===== config.mk =====
export PLATFORM = sky130hd
export DESIGN_NAME = drive_mode_obstacle_fsm_core
export DESIGN_NICKNAME = d
export VERILOG_FILES = /design/src/hw/rtl/dmof_pkg.sv /design/src/hw/rtl/dmof_step.sv /design/src/hw/rtl/drive_mode_obstacle_fsm_core.sv
export VERILOG_INCLUDE_DIRS = /design/src /design/src/hw/rtl
export SDC_FILE = /design/constraint.sdc
export NUM_CORES = 1
export LEC_CHECK = 0
export BUFFER_PORTS_ARGS = -buffer_cell sky130_fd_sc_hd__buf_2
export CAP_MARGIN = 0
export CORE_ASPECT_RATIO = 1.75
export CORE_MARGIN = 1
export CORE_UTILIZATION = 52
export DETAILED_ROUTE_END_ITERATION = 16
export GPL_TIMING_DRIVEN = 0
export PLACE_DENSITY = 0.68
export SETUP_SLACK_MARGIN = 0.2
export SLEW_MARGIN = 10
export SYNTH_ARGS = -nofsm -noshare
export SYNTH_HDL_FRONTEND = slang
export SYNTH_SLANG_ARGS = --single-unit

===== constraint.sdc =====
create_clock -name clk -period 7.91 [get_ports clk]
set_input_delay 1.582 -clock clk [delete_from_list [all_inputs] [get_ports clk]]
set_output_delay 1.582 -clock clk [all_outputs]
set_load 0.01 [all_outputs]

===== src/hw/rtl/drive_mode_obstacle_fsm_core_defines.svh =====
// Assertion macros for the drive mode controller RTL.
`ifndef DRIVE_MODE_OBSTACLE_FSM_CORE_DEFINES_SVH
`define DRIVE_MODE_OBSTACLE_FSM_CORE_DEFINES_SVH

// Same-cycle implication, disabled while reset is asserted.
`define DMOF_ASSERT_SAME(label, clk_s, rstn_s, ante, cons) \
    label: assert property (@(posedge clk_s) disable iff (!rstn_s) (ante) |-> (cons)) \
        else $error("drive mode controller: same-cycle check failed");

// Next-cycle implication, disabled while reset is asserted.
`define DMOF_ASSERT_NEXT(label, clk_s, rstn_s, ante, cons) \
    label: assert property (@(posedge clk_s) disable iff (!rstn_s) (ante) |=> (cons)) \
        else $error("drive mode controller: next-cycle check failed");

`endif


===== src/hw/rtl/dmof_pkg.sv =====
// Package with codes and types of the drive mode controller.
package dmof_pkg;

    // Drive command codes
    localparam logic [3:0] CMD_NONE  = 4'd0;
    localparam logic [3:0] CMD_STOP  = 4'd1;
    localparam logic [3:0] CMD_FWD   = 4'd2;
    localparam logic [3:0] CMD_REV   = 4'd3;
    localparam logic [3:0] CMD_LEFT  = 4'd4;
    localparam logic [3:0] CMD_RIGHT = 4'd5;
    localparam logic [3:0] CMD_FWD_L = 4'd6;
    localparam logic [3:0] CMD_FWD_R = 4'd7;
    localparam logic [3:0] CMD_REV_L = 4'd8;
    localparam logic [3:0] CMD_REV_R = 4'd9;

    // Drive state codes
    localparam logic [3:0] ST_STOP     = 4'd0;
    localparam logic [3:0] ST_STOP_L   = 4'd1;
    localparam logic [3:0] ST_STOP_R   = 4'd2;
    localparam logic [3:0] ST_FWD      = 4'd3;
    localparam logic [3:0] ST_FWD_L    = 4'd4;
    localparam logic [3:0] ST_FWD_R    = 4'd5;
    localparam logic [3:0] ST_REV      = 4'd6;
    localparam logic [3:0] ST_REV_L    = 4'd7;
    localparam logic [3:0] ST_REV_R    = 4'd8;
    localparam logic [3:0] ST_AVOID    = 4'd9;
    localparam logic [3:0] ST_A_FWD    = 4'd10;
    localparam logic [3:0] ST_A_REV    = 4'd11;
    localparam logic [3:0] ST_A_TURN_L = 4'd12;
    localparam logic [3:0] ST_A_TURN_R = 4'd13;

    // Drive request masks
    localparam logic [5:0] RQ_FWD       = 6'b000001;
    localparam logic [5:0] RQ_REV       = 6'b000010;
    localparam logic [5:0] RQ_STOP      = 6'b000100;
    localparam logic [5:0] RQ_LEFT      = 6'b001000;
    localparam logic [5:0] RQ_RIGHT     = 6'b010000;
    localparam logic [5:0] RQ_STOP_TURN = 6'b100000;

    // Mode request and obstacle bit positions
    localparam int MODE_AUTO_BIT   = 0;
    localparam int MODE_MANUAL_BIT = 1;
    localparam int OBS_LEFT_BIT    = 1;

    // Configuration register indexes
    localparam logic CFG_REVERSE_TICKS = 1'b0;
    localparam logic CFG_TURN_TICKS    = 1'b1;

    // Controller state apart from the tick counter
    typedef struct packed {
        logic       autonomous;
        logic [3:0] drive_state;
        logic       left_tripped;
    } dmof_state_t;

    // Decision of one level: next drive state and command
    typedef struct packed {
        logic [3:0] drive_state;
        logic [3:0] cmd;
    } dmof_dec_t;

endpackage


===== src/hw/rtl/dmof_step.sv =====
// Next-state and command logic for one control tick.
module dmof_step #(
    parameter int COUNT_WIDTH = 16
) (
    input  dmof_pkg::dmof_state_t   state,
    input  logic [COUNT_WIDTH-1:0]  tick_cnt,
    input  logic [15:0]             reverse_ticks,
    input  logic [15:0]             turn_ticks,
    input  logic [1:0]              mode_request,
    input  logic [2:0]              obstacle_bits,
    input  logic [5:0]              drive_request,
    output dmof_pkg::dmof_state_t   state_next,
    output logic [COUNT_WIDTH-1:0]  tick_cnt_next,
    output logic [3:0]              drive_command
);
    import dmof_pkg::*;

    localparam int CMP_W = (COUNT_WIDTH > 16) ? COUNT_WIDTH : 16;

    logic [COUNT_WIDTH-1:0] cnt_inc;
    logic [CMP_W-1:0]       cnt_ext;
    logic                   rev_done;
    logic                   turn_done;
    logic                   obs_any;
    dmof_dec_t              man_dec;

    // Turn level below a base state that has left and right variants
    function automatic dmof_dec_t turn_level(
        input logic [3:0] st,
        input logic [5:0] req,
        input logic [3:0] base,
        input logic [3:0] base_cmd,
        input logic [3:0] left_cmd,
        input logic [3:0] right_cmd,
        input logic [5:0] leave_mask
    );
        dmof_dec_t d;
        d.drive_state = st;
        if (st == base) begin
            if ((req & RQ_LEFT) != '0) begin
                d = '{base + 4'd1, left_cmd};
            end else if ((req & RQ_RIGHT) != '0) begin
                d = '{base + 4'd2, right_cmd};
            end else begin
                d.cmd = base_cmd;
            end
        end else if ((req & leave_mask) != '0) begin
            d = '{base, base_cmd};
        end else if (st == base + 4'd1) begin
            if ((req & RQ_RIGHT) != '0) begin
                d = '{base + 4'd2, right_cmd};
            end else begin
                d.cmd = left_cmd;
            end
        end else if ((req & RQ_LEFT) != '0) begin
            d = '{base + 4'd1, left_cmd};
        end else begin
            d.cmd = right_cmd;
        end
        return d;
    endfunction

    // Saturating advance, then compare against the timers
    assign cnt_inc   = (tick_cnt == {COUNT_WIDTH{1'b1}}) ? tick_cnt
                                                         : tick_cnt + COUNT_WIDTH'(1);
    assign cnt_ext   = CMP_W'(cnt_inc);
    assign rev_done  = cnt_ext >= CMP_W'(reverse_ticks);
    assign turn_done = cnt_ext >= CMP_W'(turn_ticks);
    assign obs_any   = obstacle_bits != 3'd0;

    // Manual hierarchy: obstacle and stop/fwd/rev first, then turns
    always_comb
    begin
        man_dec = '{state.drive_state, CMD_NONE};
        if (obs_any) begin
            man_dec = '{ST_AVOID, CMD_REV};
        end else if (state.drive_state == ST_AVOID) begin
            man_dec = '{ST_STOP, CMD_STOP};
        end else if (state.drive_state > ST_AVOID) begin
            man_dec = '{state.drive_state, CMD_NONE};
        end else if (state.drive_state <= ST_STOP_R) begin
            if ((drive_request & RQ_FWD) != '0) begin
                man_dec = '{ST_FWD, CMD_FWD};
            end else if ((drive_request & RQ_REV) != '0) begin
                man_dec = '{ST_REV, CMD_REV};
            end else begin
                man_dec = turn_level(state.drive_state, drive_request, ST_STOP, CMD_STOP,
                                     CMD_LEFT, CMD_RIGHT, RQ_STOP | RQ_STOP_TURN);
            end
        end else if (state.drive_state <= ST_FWD_R) begin
            if ((drive_request & RQ_STOP) != '0) begin
                man_dec = '{ST_STOP, CMD_STOP};
            end else if ((drive_request & RQ_REV) != '0) begin
                man_dec = '{ST_REV, CMD_REV};
            end else begin
                man_dec = turn_level(state.drive_state, drive_request, ST_FWD, CMD_FWD,
                                     CMD_FWD_L, CMD_FWD_R, RQ_FWD | RQ_STOP_TURN);
            end
        end else begin
            if ((drive_request & RQ_STOP) != '0) begin
                man_dec = '{ST_STOP, CMD_STOP};
            end else if ((drive_request & RQ_FWD) != '0) begin
                man_dec = '{ST_FWD, CMD_FWD};
            end else begin
                man_dec = turn_level(state.drive_state, drive_request, ST_REV, CMD_REV,
                                     CMD_REV_L, CMD_REV_R, RQ_REV | RQ_STOP_TURN);
            end
        end
    end

    // Mode handling and the auto sequence
    always_comb
    begin
        state_next    = state;
        tick_cnt_next = cnt_inc;
        drive_command = CMD_NONE;
        if (!state.autonomous) begin
            if (mode_request[MODE_AUTO_BIT]) begin
                state_next.autonomous  = 1'b1;
                state_next.drive_state = ST_A_FWD;
                drive_command          = CMD_FWD;
            end else begin
                state_next.drive_state = man_dec.drive_state;
                drive_command          = man_dec.cmd;
            end
        end else if (mode_request[MODE_MANUAL_BIT]) begin
            state_next.autonomous  = 1'b0;
            state_next.drive_state = ST_STOP;
            drive_command          = CMD_STOP;
        end else begin
            unique case (state.drive_state)
                ST_A_FWD:
                begin
                    if (obs_any) begin
                        if (obstacle_bits[OBS_LEFT_BIT]) begin
                            state_next.left_tripped = 1'b1;
                        end
                        state_next.drive_state = ST_A_REV;
                        tick_cnt_next          = '0;
                        drive_command          = CMD_REV;
                    end else begin
                        drive_command = CMD_FWD;
                    end
                end
                ST_A_REV:
                begin
                    if (rev_done) begin
                        tick_cnt_next = '0;
                        if (state.left_tripped) begin
                            state_next.left_tripped = 1'b0;
                            state_next.drive_state  = ST_A_TURN_L;
                            drive_command           = CMD_LEFT;
                        end else begin
                            state_next.drive_state = ST_A_TURN_R;
                            drive_command          = CMD_RIGHT;
                        end
                    end else begin
                        drive_command = CMD_REV;
                    end
                end
                ST_A_TURN_L, ST_A_TURN_R:
                begin
                    if (turn_done) begin
                        if (obs_any) begin
                            state_next.drive_state = ST_A_REV;
                            drive_command          = CMD_REV;
                        end else begin
                            state_next.drive_state = ST_A_FWD;
                            drive_command          = CMD_FWD;
                        end
                    end else begin
                        drive_command = (state.drive_state == ST_A_TURN_L) ? CMD_LEFT
                                                                           : CMD_RIGHT;
                    end
                end
                default:
                begin
                    drive_command = CMD_NONE;
                end
            endcase
        end
    end

endmodule


===== src/hw/rtl/drive_mode_obstacle_fsm_core.sv =====
// Top level of the drive mode and obstacle avoidance controller.
//
//  channel  | handshake            | payload
//  ---------+----------------------+--------------------------------------------
//  input    | in_valid / in_ready  | mode_request, obstacle_bits, drive_request
//  output   | out_valid/ out_ready | drive_command, drive_state, auto_active
//  config   | cfg_we               | cfg_index, cfg_data
//
// One input beat is one control tick; a tick is accepted every cycle unless a held result is not taken.
// The tick is decoded against the state registers and the command lands in
// the output register at the edge that accepts the beat.
// The output register is the only buffer: a new beat enters while the held
// result is being taken; with out_ready low and a result held, in_ready drops.
// Reset clears mode, drive state, tick counter, left-trip flag; timers load 20 and 10.
`include "drive_mode_obstacle_fsm_core_defines.svh"

module drive_mode_obstacle_fsm_core #(
    parameter int COUNT_WIDTH = 16
) (
    input  logic        clk,
    input  logic        rst_n,
    // tick input channel
    input  logic        in_valid,
    output logic        in_ready,
    input  logic [1:0]  mode_request,
    input  logic [2:0]  obstacle_bits,
    input  logic [5:0]  drive_request,
    // command output channel
    output logic        out_valid,
    input  logic        out_ready,
    output logic [3:0]  drive_command,
    output logic [3:0]  drive_state,
    output logic        auto_active,
    // configuration writes
    input  logic        cfg_we,
    input  logic        cfg_index,
    input  logic [15:0] cfg_data
);
    import dmof_pkg::*;

    dmof_state_t            state_reg;
    dmof_state_t            state_next;
    logic [COUNT_WIDTH-1:0] tick_cnt_reg;
    logic [COUNT_WIDTH-1:0] tick_cnt_next;
    logic [15:0]            reverse_ticks_reg;
    logic [15:0]            turn_ticks_reg;
    logic                   out_valid_reg;
    logic [3:0]             cmd_reg;
    logic [3:0]             dstate_reg;
    logic                   auto_reg;
    logic [3:0]             cmd_next;
    logic                   in_fire;

    // Take a beat whenever the output register is free or being drained
    assign in_ready = !out_valid_reg || out_ready;
    assign in_fire  = in_valid && in_ready;

    dmof_step #(
        .COUNT_WIDTH (COUNT_WIDTH)
    ) u_step (
        .state         (state_reg),
        .tick_cnt      (tick_cnt_reg),
        .reverse_ticks (reverse_ticks_reg),
        .turn_ticks    (turn_ticks_reg),
        .mode_request  (mode_request),
        .obstacle_bits (obstacle_bits),
        .drive_request (drive_request),
        .state_next    (state_next),
        .tick_cnt_next (tick_cnt_next),
        .drive_command (cmd_next)
    );

    // Advance controller state on every accepted tick
    always_ff @(posedge clk or negedge rst_n)
    begin
        if (!rst_n) begin
            state_reg    <= '{1'b0, ST_STOP, 1'b0};
            tick_cnt_reg <= '0;
        end else if (in_fire) begin
            state_reg    <= state_next;
            tick_cnt_reg <= tick_cnt_next;
        end
    end

    // Timer registers
    always_ff @(posedge clk or negedge rst_n)
    begin
        if (!rst_n) begin
            reverse_ticks_reg <= 16'd20;
            turn_ticks_reg    <= 16'd10;
        end else if (cfg_we) begin
            unique case (cfg_index)
                CFG_REVERSE_TICKS: reverse_ticks_reg <= cfg_data;
                CFG_TURN_TICKS:    turn_ticks_reg    <= cfg_data;
                default:           reverse_ticks_reg <= reverse_ticks_reg;
            endcase
        end
    end

    // Output valid: set on a new beat, drop once taken
    always_ff @(posedge clk or negedge rst_n)
    begin
        if (!rst_n) begin
            out_valid_reg <= 1'b0;
        end else if (in_fire) begin
            out_valid_reg <= 1'b1;
        end else if (out_ready) begin
            out_valid_reg <= 1'b0;
        end
    end

    // Output payload: hold until the next beat replaces it
    always_ff @(posedge clk)
    begin
        if (in_fire) begin
            cmd_reg    <= cmd_next;
            dstate_reg <= state_next.drive_state;
            auto_reg   <= state_next.autonomous;
        end
    end

    assign out_valid     = out_valid_reg;
    assign drive_command = cmd_reg;
    assign drive_state   = dstate_reg;
    assign auto_active   = auto_reg;

    // Auto mode always sits in one of the auto states
    `DMOF_ASSERT_SAME(a_auto_state, clk, rst_n, state_reg.autonomous,
        state_reg.drive_state >= ST_A_FWD && state_reg.drive_state <= ST_A_TURN_R)
    // Reported mode flag agrees with the reported state
    `DMOF_ASSERT_SAME(a_out_mode, clk, rst_n, out_valid_reg,
        auto_reg == (dstate_reg >= ST_A_FWD))
    // Counter reads zero after a tick only when a timed phase just began
    `DMOF_ASSERT_NEXT(a_cnt_clear, clk, rst_n, in_fire,
        tick_cnt_reg != '0 || state_reg.drive_state == ST_A_REV ||
        state_reg.drive_state == ST_A_TURN_L || state_reg.drive_state == ST_A_TURN_R)

endmodule

# Yosys cells after proc, flatten, opt, wreduce, memory -nomap -nowiden

Cells that the tools add are included.

Input bits: 33
Register bits after elaboration: 64

Add/sub/neg operators: 1
Equality and inequality tests: 14
Reductions and logical operators: 14
Mux-type cells: 68
Bitwise operators: 2
Order comparisons: 5

Operator list:

| cell                    | count |
|---|---|
| $mux W8                 | 23 |
| $mux W16                | 5 |
| $mux W4                 | 14 |
| $ge A16 B16 Y1          | 2 |
| $pmux W16 S2            | 1 |
| $pmux W4 S3             | 2 |
| $eq A4 B4 Y1 const B    | 5 |
| $reduce_bool A6 Y1      | 3 |
| $add A16 B1 Y16 const B | 1 |
| $eq A16 B16 Y1 const B  | 1 |
| $mux W1                 | 16 |
| $mux W5                 | 3 |
| $eq A4 B3 Y1 const B    | 3 |
| $mux W3                 | 3 |
| $reduce_and A7 Y1       | 1 |
| $eq A4 B1 Y1 const B    | 1 |
| $eq A4 B2 Y1 const B    | 1 |
| $gt A4 B4 Y1 const B    | 1 |
| $le A4 B2 Y1 const B    | 1 |
| $le A4 B3 Y1 const B    | 1 |
| $logic_not A4 Y1        | 1 |
| $ne A2 B1 Y1 const B    | 2 |
| $reduce_and A2 Y1       | 2 |
| $reduce_bool A2 Y1      | 2 |
| 8 further kinds         | 9 |

# Longest topological paths before layout

Gate-level depths: netlist (run 1).

Word-level depth: 13
Mapped depth: 16
Depth with buffers taken out: 14

# By module

From an unflattened synthesis (run 1), not the netlist that was laid out.

Cell total of the unflattened synthesis: 476
Area, all modules: 4640.7 um^2

Modules (own cells, without submodules):

| module                       | area an instance (um^2) | cells an instance | times used | sequential area each (um^2) |
|---|---|---|---|---|
| drive_mode_obstacle_fsm_core | 2406.1                  | 129               | 1          | 1651.6 |
| dmof_step                    | 2234.6                  | 347               | 1          | 0.0 |

# Least setup slack after synthesis (run 1)

OpenSTA, ideal clock, no wires.

Path type: register to register
Start point: register tick_cnt_reg[6]
End point: register dstate_reg[1], in the netlist drive_state[1], data pin
Data required time: 7.651 ns
Buffers on the path: 1
Slack: 4.504 ns
Arrival: 3.147 ns
Cell stages (with the launch flop): 16
Library setup time: 0.259 ns
Clock period less this slack: 3.406 ns
Path through: dfrtp_1 > buf_2 > nand4_1 > nor3_4 > nand2_4 > and4_4 > and3_4 > xor2_1 > ha_1 > a21oi_1 > o21ai_0 > a2111oi_2 > o2111a_1 > o21a_1 > nor3_1 > or2_1

RTL lines:

| element                | RTL line                            | source |
|---|---|---|
| start, declared        | drive_mode_obstacle_fsm_core.sv:43  | `logic [COUNT_WIDTH-1:0] tick_cnt_reg;` |
| start signal, assigned | drive_mode_obstacle_fsm_core.sv:81  | `tick_cnt_reg <= tick_cnt_next;` |
| end signal, assigned   | drive_mode_obstacle_fsm_core.sv:117 | `dstate_reg <= state_next.drive_state;` |
| end, declared          | drive_mode_obstacle_fsm_core.sv:49  | `logic [3:0] dstate_reg;` |

==> results of run 1 <==
-- tightest hold or removal path: cells and delay by family, from the launching register on --
family / cells / cell delay (ns)
flops: 1 / 0.36
simple gates: 2 / 0.11
-- synth_stat cells (all sizes together) (4+ instances only) --
master	n	area, um^2
xor2	6	52.6
buf	11	76.3
or2	4	25.0
nand3	18	90.1
o211ai	4	30.0
dfrtp	51	1280
ha	33	413
dfstp	4	105
nor2	33	126
nand2	44	173
xnor2	5	43.8
a21oi	27	139
o21ai	47	235
nor3	14	86.3
a22o	5	43.8
a31oi	4	25.0
nand2b	8	50.1
and3	5	36.3
nor4b	5	43.8
a2111oi	6	58.8
o21a	7	52.6
edfxtp	9	270
a21o	8	60.1
and4	5	46.3
a211oi	6	45.0
nor2b	5	31.3
clkbuf	13	51.3
nand4	11	68.8
inv	40	150
mux2	21	236
and2	4	25.0
-- power by group --
part	internal (W)	switching, W	total [W]
combinational	0.000205	0.000309	0.000514
clock	0.000260	0.000140	0.000400
sequential	0.000397	0.0000401	0.000437
-- layer usage --
layer	track usage (%)	wire length, um	vias to the layer above
met5	0	0	-
met4	20.3	841	0
met3	5.20	524	50
met2	55.0	6750	151
met1	29.7	4400	1965
li1	-	-	1965
-- final timing paths --
kind | cells past startpoint | from | to
worst max-delay path | 12 | tick_cnt_reg[3]$_DFFE_PN0P_ | drive_state[1]$_DFFE_PP_
worst min-delay path | 2 | tick_cnt_reg[15]$_DFFE_PN0P_ | tick_cnt_reg[15]$_DFFE_PN0P_
worst max register to register | 12 | tick_cnt_reg[3]$_DFFE_PN0P_ | drive_state[1]$_DFFE_PP_
worst min register to register | 2 | tick_cnt_reg[15]$_DFFE_PN0P_ | tick_cnt_reg[15]$_DFFE_PN0P_
max in group asynchronous | 1 | rst_n | tick_cnt_reg[8]$_DFFE_PN0P_
min in group asynchronous | 1 | rst_n | turn_ticks_reg[13]$_DFFE_PN0P_
-- cell usage in the layout (no fill, tap or decap), types with 11 or more instances in the layout --
cell	instances
dfrtp_1	51
buf_2	46
nand2_1	43
o21ai_0	41
inv_1	40
ha_1	33
nor2_1	32
a21oi_1	26
mux2_2	21
nand3_1	18
clkbuf_1	13
nor3_1	12
nand4_1	11
-- through the flow --
stage / hold WS (ns) / util, % / cells
after floorplan: 0.460 / - / 507
after global placement: 0.484 / 58.4 / 662
after detailed placement: 0.490 / 58.4 / 662
after CTS: 0.501 / 62.0 / 678
after global routing: 0.525 / 62.0 / 678
final: 0.498 / 62.0 / 678
-- final cells by class --
| cell class | instances | area share [%] |
|---|---|---|
| Buffer | 24 | 2.44 |
| Clock buffer | 13 | 4.98 |
| Clock inverter | 3 | 0.767 |
| Inverter | 41 | 2.95 |
| Multi-Input combinational cell | 378 | 50.6 |
| Sequential cell | 64 | 31.6 |
| Tap cell | 115 | 2.76 |
| Timing Repair Buffer | 40 | 3.88 |
-- cell families after synthesis --
family / count (synthesis) / share of synthesized area, %
and+or+nand+nor: 165 / 19.7
AOI/OAI and AO/OA: 146 / 21.4
buffers and inverters: 65 / 6.15
DFF: 64 / 36.1
adders and majority gates: 33 / 9.02
muxes: 23 / 5.61
xor gates and xnor gates: 11 / 2.11
==> impl_metrics.py, run 1 <==
metrics = {
    "status": {
        "status": "finished clean",
    },
    "power_and_ir_drop": {
        "p_total_w": 0.00135,
        "p_per_area_nw_per_um2": 259,
        "peakVddDrop_mv": 0.120,
        "power.leakage_nw": 2.41,
    },
    "timing": {
        "layout_setup_ws_ns": 3.78,
        "skew_ns": 0.00554,
        "period_needed_ns": 4.13,
        "finalCritPeriodShare_pct": 52.2,
        "setup_viol": 0,
        "rsz0062_at_grt": "no",
        "setup_tns_ns": 0,
        "tightest_slew_ns": 1.01,
        "drv_slew": 0,
        "fmax_mhz": 242,
        "hold_violations": 0,
        "relSlewSlack_pct": 32.7,
    },
    "critical_path": {
        "required_ns": 7.99,
        "path_max_fanout": 6,
        "critPathTopFamily": "simple AND/OR/NAND/NOR gates",
        "end_kind": "register",
        "arrival_ns": 4.21,
        "slowest_stage": "nor3_1",
        "cp_num_buf_inv": 0,
        "reg2reg_setup_slack_ns": 3.78,
        "crit_chain": "and3_1 > nand4_1 > nor3_1 > nand3_1 > mux2i_1 > ha_1 > nand4_1 > a2111o_1 > a41oi_1 > o21a_1 > nor3_1 > or2_1",
        "critPathMaxStageDelay_ns": 0.69,
        "path_class": "reg2reg",
        "critPathLaunchType": "register",
    },
    "synth": {
        "synth_edf_count": 9,
        "yosysUniqueCellTypes": 73,
        "syn_area_per_cell_um2": 9.02,
        "synthCells": 507,
        "synth_flop_cell": "dfrtp_1",
        "ys_seq_elements": 64,
        "synth_seq_area_share_pct": 36.1,
        "syn_area_um2": 4580,
        "yosysWarningCount": 0,
        "syn_nets": 573,
        "async_reset_ff_share_pct": 85.9,
    },
    "job": {
        "cap_viol_max_count": 0,
    },
    "grt": {
        "grt_use_total_pct": 30.1,
        "grt_pass1_wl_um": 20700,
        "grt_max_degree": 56,
        "grt_pass1_vias": 4255,
        "overflow": 0,
        "antenna_found_initial": 0,
    },
    "final_layout": {
        "fillers": 783,
        "fin_area_um2": 5220,
        "syn2layout_area_growth_pct": 14.1,
        "drive_above_1_share_pct": 19.5,
        "seqCellArea_um2": 1650,
        "multiInputGateArea_um2": 2640,
        "nNetsFinal": 624,
        "num_antenna_cells": 0,
    },
    "clocking": {
        "cts_buffers": 9,
        "cts-root-buf": "clkbuf_16",
        "clk_pin_slew_worst_paths_ns": 0.06,
        "post_cts_buffers": 0,
        "cts_htree_levels": 3,
        "clock_path_buffers": 2,
        "cts.sinks": 64,
        "insertion_delay_ns": 0.34,
        "cts_resized": 0,
        "cts_tree": "done",
        "holdBufCountCts": 0,
    },
    "routing": {
        "dr.pass1.iters": 5,
        "drcViolationCount": 0,
        "routed_wirelength_um": 12500,
        "wl_per_cell_um": 18.5,
        "drt_iter0_drc": 241,
        "vias_per_cell": 6.09,
        "drtAntennaViolNets": 0,
        "num_vias": 4131,
    },
    "floorplanning": {
        "ios": 44,
        "start_util_pct": 54.3,
        "die_h_um": 126,
        "rows": 44,
        "die_x_um": 72.9,
        "dieArea_um2": 9190,
        "core_um2": 8420,
    },
    "worst_hold_path": {
        "hp-class": "reg2reg",
    },
    "place": {
        "gp_congestion": 0.944,
        "post-place-ws_ns": 3.90,
        "post_dp_cell_area_um2": 4920,
        "hpwl_um": 9650,
        "portBuffers": 40,
    },
}
Power figures use the tool's default switching activity.
==> run 2: changes to the inputs <==
==> constraint.sdc (replaced) <==
create_clock -name clk -period 4.1 [get_ports clk]
set_input_delay 0.82 -clock clk [delete_from_list [all_inputs] [get_ports clk]]
set_output_delay 0.82 -clock clk [all_outputs]
set_load 0.01 [all_outputs]
==> run 2 against run 1 <==
Against the previous run: critical path depth is 2 higher; via count about the same; wire length rose by 1.3%; combinational power is 96% higher; register-to-register slack worse by 3.5 ns; clock skew hardly changed.
==> impl_metrics.py, run 2 (synthesized netlist as in run 1, its figures left out) <==
metrics = {
    "routing": {
        "wl_per_cell_um": 18.7,
        "drtAntennaViolNets": 0,
        "dr.pass1.iters": 5,
        "drcViolationCount": 0,
        "routed_wirelength_um": 12700,
        "num_vias": 4132,
        "vias_per_cell": 6.09,
        "drt_iter0_drc": 259,
    },
    "timing": {
        "setup_tns_ns": 0,
        "rsz0062_at_grt": "yes",
        "setup_viol": 0,
        "fmax_mhz": 261,
        "period_needed_ns": 3.84,
        "tightest_slew_ns": 1.02,
        "relSlewSlack_pct": 32.2,
        "hold_violations": 0,
        "drv_slew": 0,
        "layout_setup_ws_ns": 0.265,
        "finalCritPeriodShare_pct": 93.5,
        "hold-worst-slack_ns": 0.497,
        "skew_ns": 0.00537,
    },
    "worst_hold_path": {
        "hp-class": "reg2reg",
        "min_from": "tick_cnt_reg[15]$_DFFE_PN0P_",
    },
    "clocking": {
        "cts_htree_levels": 3,
        "cts_buffers": 9,
        "holdBufCountCts": 0,
        "cts_tree": "done",
        "cts-root-buf": "clkbuf_16",
        "clk_pin_slew_worst_paths_ns": 0.05,
        "insertion_delay_ns": 0.34,
        "clock_path_buffers": 2,
        "cts.sinks": 64,
    },
    "final_layout": {
        "syn2layout_area_growth_pct": 16.0,
        "final_cell_mix": "dfrtp_1 (50), buf_2 (45), nand2_1 (43)",
        "num_antenna_cells": 0,
        "finalNonFillerCells": 679,
        "final_common_cell": "dfrtp_1",
        "drive_above_1_share_pct": 22.0,
        "nNetsFinal": 625,
    },
    "grt": {
        "antenna_found_initial": 0,
        "grt_use_total_pct": 30.1,
        "grt_pass1_wl_um": 20700,
        "grt_max_degree": 56,
        "grt_pass1_vias": 4250,
        "overflow": 0,
    },
    "power_and_ir_drop": {
        "p_switching_w": 0.000956,
        "p_total_w": 0.00262,
        "p_comb_share_pct": 38.3,
        "power.leakage_nw": 2.43,
        "switching_share_pct": 36.5,
        "clockPowerShare_pct": 29.5,
        "p_per_area_nw_per_um2": 494,
        "peakVddDrop_mv": 0.235,
        "power_frac_seq_pct": 32.2,
        "internal_power_w": 0.00167,
    },
    "critical_path": {
        "path_class": "reg2reg",
        "path_max_fanout": 8,
        "end_kind": "register",
        "arrival_ns": 3.92,
        "cp-startpoint": "tick_cnt_reg[0]$_DFFE_PN0P_",
        "required_ns": 4.18,
        "crit-reg2reg-launch": "tick_cnt_reg[0]$_DFFE_PN0P_",
        "critPathLaunchType": "register",
    },
    "place": {
        "post-place-ws_ns": 0.0945,
        "portBuffers": 40,
        "gp_congestion": 0.944,
        "hpwl_um": 9650,
        "dpl.cell_count": 662,
    },
    "job": {
        "cap_viol_max_count": 0,
    },
    "floorplanning": {
        "die_x_um": 72.9,
        "die_h_um": 126,
        "start_util_pct": 54.3,
        "core_um2": 8420,
        "rows": 44,
        "dieArea_um2": 9190,
        "ios": 44,
    },
    "status": {
        "status": "finished clean",
    },
}
-- run 2: power by group through the flow --
stage | Clock [W] | Combinational [W] | Sequential [W]
final | 0.000773 | 0.00101 | 0.000844
after global routing | 0.000819 | 0.00112 | 0.000857
after CTS | 0.000781 | 0.000984 | 0.000842
after detailed placement | 0 | 0.000977 | 0.000852
after global placement | 0 | 0.000967 | 0.000847
after floorplan | 0 | 0.000700 | 0.000839
-- run 2: cell type report --
type	count	area, um^2
buffer	24	130
clock buffer	13	260
clock inverter	3	40.0
fill	771	3120
inverter	41	154
multi-input combinational	378	2720
sequential	64	1650
tap	115	144
timing repair buffer	41	210
-- run 2: layer usage --
metal	track usage [%]	vias to the layer above	share of wire, %
met4	19.6	0	5.7
met2	55.3	130	55
li1	-	1969	-
met1	29.8	1989	36
met5	0	-	0
met3	5.20	44	3.2
-- run 2: timing repair --
item,4_1_cts,5_1_grt
setup buffers,0,1
setup endpoints to repair,10,19
resized for setup,3,14
pin swaps,2,6
-- run 2: critical path: stages (launching register included) --
cell and delay (ns):
dfrtp_1 0.48, ha_2 0.28, and3_1 0.30, nand2_4 0.12, and4_4 0.24, and3_4 0.20, xor2_2 0.16, ha_1 0.35
a21oi_2 0.19, o21ai_2 0.09, a2111oi_4 0.40, o2111a_1 0.30, o21a_4 0.18, nor3_1 0.05, or2_1 0.25
-- run 2: path summary, 6_finish.rpt --
| check | endpoint | slack [ns] | depth (start not counted) |
|---|---|---|---|
| worst max-delay path | drive_state[1]$_DFFE_PP_ | 0.26 | 14 |
| worst min-delay path | tick_cnt_reg[15]$_DFFE_PN0P_ | 0.50 | 2 |
| worst max register to register | drive_state[1]$_DFFE_PP_ | 0.26 | 14 |
| worst min register to register | tick_cnt_reg[15]$_DFFE_PN0P_ | 0.50 | 2 |
| max in group asynchronous | tick_cnt_reg[7]$_DFFE_PN0P_ | 3.04 | 1 |
| min in group asynchronous | turn_ticks_reg[13]$_DFFE_PN0P_ | 0.53 | 1 |
-- run 2: metrics by stage --
| stage | util, % | area (um^2) |
|---|---|---|
| 2_1_floorplan | - | 4580 |
| 3_3_place_gp | 58.4 | 4920 |
| 3_5_place_dp | 58.4 | 4920 |
| 4_1_cts | 62.2 | 5240 |
| 5_1_grt | 63.0 | 5310 |
| 6_report | 63.0 | 5310 |
==> run 3: changes to the inputs <==
--- a/config.mk
+++ b/config.mk
@@ -6,15 +6,15 @@
 export SDC_FILE = /design/constraint.sdc
 export NUM_CORES = 1
 export LEC_CHECK = 0
+export ABC_AREA = 1
 export BUFFER_PORTS_ARGS = -buffer_cell sky130_fd_sc_hd__buf_2
 export CAP_MARGIN = 0
 export CORE_ASPECT_RATIO = 1.75
-export CORE_MARGIN = 1
 export CORE_UTILIZATION = 52
 export DETAILED_ROUTE_END_ITERATION = 16
 export GPL_TIMING_DRIVEN = 0
 export PLACE_DENSITY = 0.68
-export SETUP_SLACK_MARGIN = 0.2
+export SETUP_SLACK_MARGIN = 0.4
 export SLEW_MARGIN = 10
 export SYNTH_ARGS = -nofsm -noshare
 export SYNTH_HDL_FRONTEND = slang
==> run 3 against run 2 <==
Against the previous run: worst hold slack worse by 0.016 ns; largest power group unchanged; sequential share of layout area is 0.057 points higher; cell count increased by 21%; largest cell class unchanged; synthesized area grew 0.71%.
==> impl_metrics.py, run 3 <==
metrics = {
    "timing": {
        "skew_ns": 0.00638,
        "finalCritPeriodShare_pct": 84.8,
        "relSlewSlack_pct": 51.9,
        "hold-worst-slack_ns": 0.482,
        "period_needed_ns": 3.48,
        "tightest_slew_ns": 0.721,
        "setup_viol": 0,
        "fmax_mhz": 288,
        "hold_violations": 0,
        "drv_slew": 0,
        "rsz0062_at_grt": "yes",
        "setup_tns_ns": 0,
    },
    "routing": {
        "drtAntennaViolNets": 0,
        "drcViolationCount": 0,
        "dr.pass1.iters": 4,
        "wl_per_cell_um": 15.3,
        "vias_per_cell": 5.40,
        "drt_iter0_drc": 195,
        "num_vias": 4446,
        "routed_wirelength_um": 12600,
    },
    "grt": {
        "grt_pass1_wl_um": 21100,
        "overflow": 0,
        "grt_pass1_vias": 4494,
        "grt_use_total_pct": 30.7,
        "antenna_found_initial": 0,
        "grt_max_degree": 56,
    },
    "synth": {
        "synth_most_common_cell": "nand2_1",
        "synth_seq_area_share_pct": 35.8,
        "yosysWarningCount": 0,
        "yosysTopAreaCellShare_pct": 27.7,
        "syn_nets": 713,
        "yosys-top-cells-count": "nand2_1 (187), inv_1 (94), o21ai_0 (52)",
        "synthCells": 647,
        "synthTopCellsByArea": "dfrtp_1 (28%), nand2_1 (15%), ha_1 (9.0%)",
        "synth_edf_count": 9,
        "yosysTopAreaCell": "dfrtp_1",
        "async_reset_ff_share_pct": 85.9,
        "syn_area_um2": 4610,
        "synth_flop_cell": "dfrtp_1",
        "yosysUniqueCellTypes": 44,
        "ys_seq_elements": 64,
        "syn_area_per_cell_um2": 7.12,
    },
    "clocking": {
        "clock_path_buffers": 2,
        "cts_buffers": 9,
        "cts_htree_levels": 3,
        "clk_pin_slew_worst_paths_ns": 0.05,
        "insertion_delay_ns": 0.33,
        "cts_tree": "done",
        "cts-root-buf": "clkbuf_16",
        "cts.sinks": 64,
        "holdBufCountCts": 0,
    },
    "place": {
        "hpwl_um": 9830,
        "portBuffers": 41,
        "gp_congestion": 0.978,
    },
    "final_layout": {
        "nNetsFinal": 769,
        "syn2layout_area_growth_pct": 14.9,
        "final_common_cell": "nand2_1",
        "final_cell_mix": "nand2_1 (185), inv_1 (94), o21ai_0 (51), dfrtp_1 (51), buf_2 (44)",
        "fillers": 835,
        "drive_above_1_share_pct": 17.4,
        "num_antenna_cells": 0,
    },
    "critical_path": {
        "end_kind": "register",
        "arrival_ns": 3.73,
        "critPathMaxStageDelay_ns": 0.37,
        "path_class": "reg2reg",
        "critPathLaunchType": "register",
        "path_max_fanout": 10,
        "slowest_stage": "dfrtp_1",
        "cp_common_cell": "nand2_1",
        "required_ns": 4.35,
        "crit_chain": "ha_2 > nand2_2 > nor2_4 > buf_4 > nand2_1 > nor2_1 > inv_1 > nand2_1 > ha_1 > nand2_1 > inv_1 > o21ai_0 > nand2_1 > a21oi_1 > nand3_1 > nor2_2 > inv_2 > nand2_2 > buf_6 > nand3_1 > o21ai_1",
    },
    "floorplanning": {
        "rows": 45,
        "start_util_pct": 53.5,
        "dieArea_um2": 9260,
        "ios": 44,
        "die_h_um": 127,
        "core_um2": 8610,
        "die_x_um": 73.2,
    },
    "power_and_ir_drop": {
        "peakVddDrop_mv": 0.320,
        "p_per_area_nw_per_um2": 448,
        "power.leakage_nw": 2.81,
    },
    "job": {
        "cap_viol_max_count": 0,
    },
    "worst_hold_path": {
        "hp-class": "reg2reg",
    },
    "status": {
        "status": "finished clean",
    },
}
## run 3: what timing repair did
action	CTS	global route
resized for setup	2	9
gates cloned	0	0
pin swaps	0	3
buffers inserted	0	4
endpoints found under the setup margin	1	19
## run 3: logic make-up (layout without fill, tap and decap cells)
| group | Yosys count | after routing | share of synthesized area, % |
|---|---|---|---|
| adder cells (fa/ha/maj) | 33 | 33 | 8.96 |
| flip-flops | 64 | 64 | 35.8 |
| AND/OR/NAND/NOR | 310 | 310 | 30.0 |
| buffers and inverters | 126 | 186 | 10.7 |
| AO/OA/AOI/OAI | 104 | 104 | 12.5 |
| XOR/XNOR | 10 | 10 | 2.06 |
## run 3: worst paths after layout
| check | start | endpoint | slack, ns | cells after the start |
|---|---|---|---|---|
| worst max-delay path | tick_cnt_reg[1]$_DFFE_PN0P_ | tick_cnt_reg[12]$_DFFE_PN0P_ | 0.62 | 21 |
| worst min-delay path | turn_ticks_reg[6]$_DFFE_PN0P_ | turn_ticks_reg[6]$_DFFE_PN0P_ | 0.48 | 2 |
| worst max register to register | tick_cnt_reg[1]$_DFFE_PN0P_ | tick_cnt_reg[12]$_DFFE_PN0P_ | 0.62 | 21 |
| worst min register to register | turn_ticks_reg[6]$_DFFE_PN0P_ | turn_ticks_reg[6]$_DFFE_PN0P_ | 0.48 | 2 |
| max in group asynchronous | rst_n | state_reg[2]$_DFFE_PN0P_ | 3.07 | 1 |
| min in group asynchronous | rst_n | tick_cnt_reg[2]$_DFFE_PN0P_ | 0.54 | 1 |
## run 3: where the power goes
group / total, W / internal, W / leakage [nW] / switching, W
sequential: 0.000831 / 0.000752 / 0.777 / 0.0000789
clock: 0.000683 / 0.000421 / 0.127 / 0.000262
combinational: 0.000860 / 0.000299 / 1.91 / 0.000561
## run 3: worst max-delay path: cells and delay by family (launching register included)
kind	cells	cell delay, ns
simple gates	11	1.51
fa+ha+maj	2	0.47
compound gates	3	0.38
buf+inv	5	0.65
flops	1	0.37
## run 3: metrics by stage
step	area (um^2)	std cells	util (%)	power (W)	setup WS (ns)
5_1_grt	5290	824	61.5	0.00254	0.388
3_5_place_dp	4960	805	57.6	0.00167	0.403
3_3_place_gp	4960	805	57.6	0.00164	0.421
4_1_cts	5230	820	60.7	0.00236	0.471
6_report	5290	824	61.5	0.00237	0.623
2_1_floorplan	4610	647	-	0.00143	1.13
## run 3: cell type report
cell class                      count  area, um^2  area share, %
Tap cell                          117         146           2.77
Timing Repair Buffer               45         238           4.49
Sequential cell                    64        1650           31.2
Clock buffer                       14         254           4.80
Buffer                             16        80.1           1.51
Multi-Input combinational cell    457        2510           47.3
Inverter                          110         413           7.80
Clock inverter                      1        5.00         0.0945
## run 3: layer usage
| layer | global-route usage [%] | wire length, um |
|---|---|---|
| met5 | 0 | 0 |
| met3 | 6.04 | 472 |
| met2 | 56.2 | 6950 |
| met4 | 23.1 | 955 |
| met1 | 28.7 | 4210 |
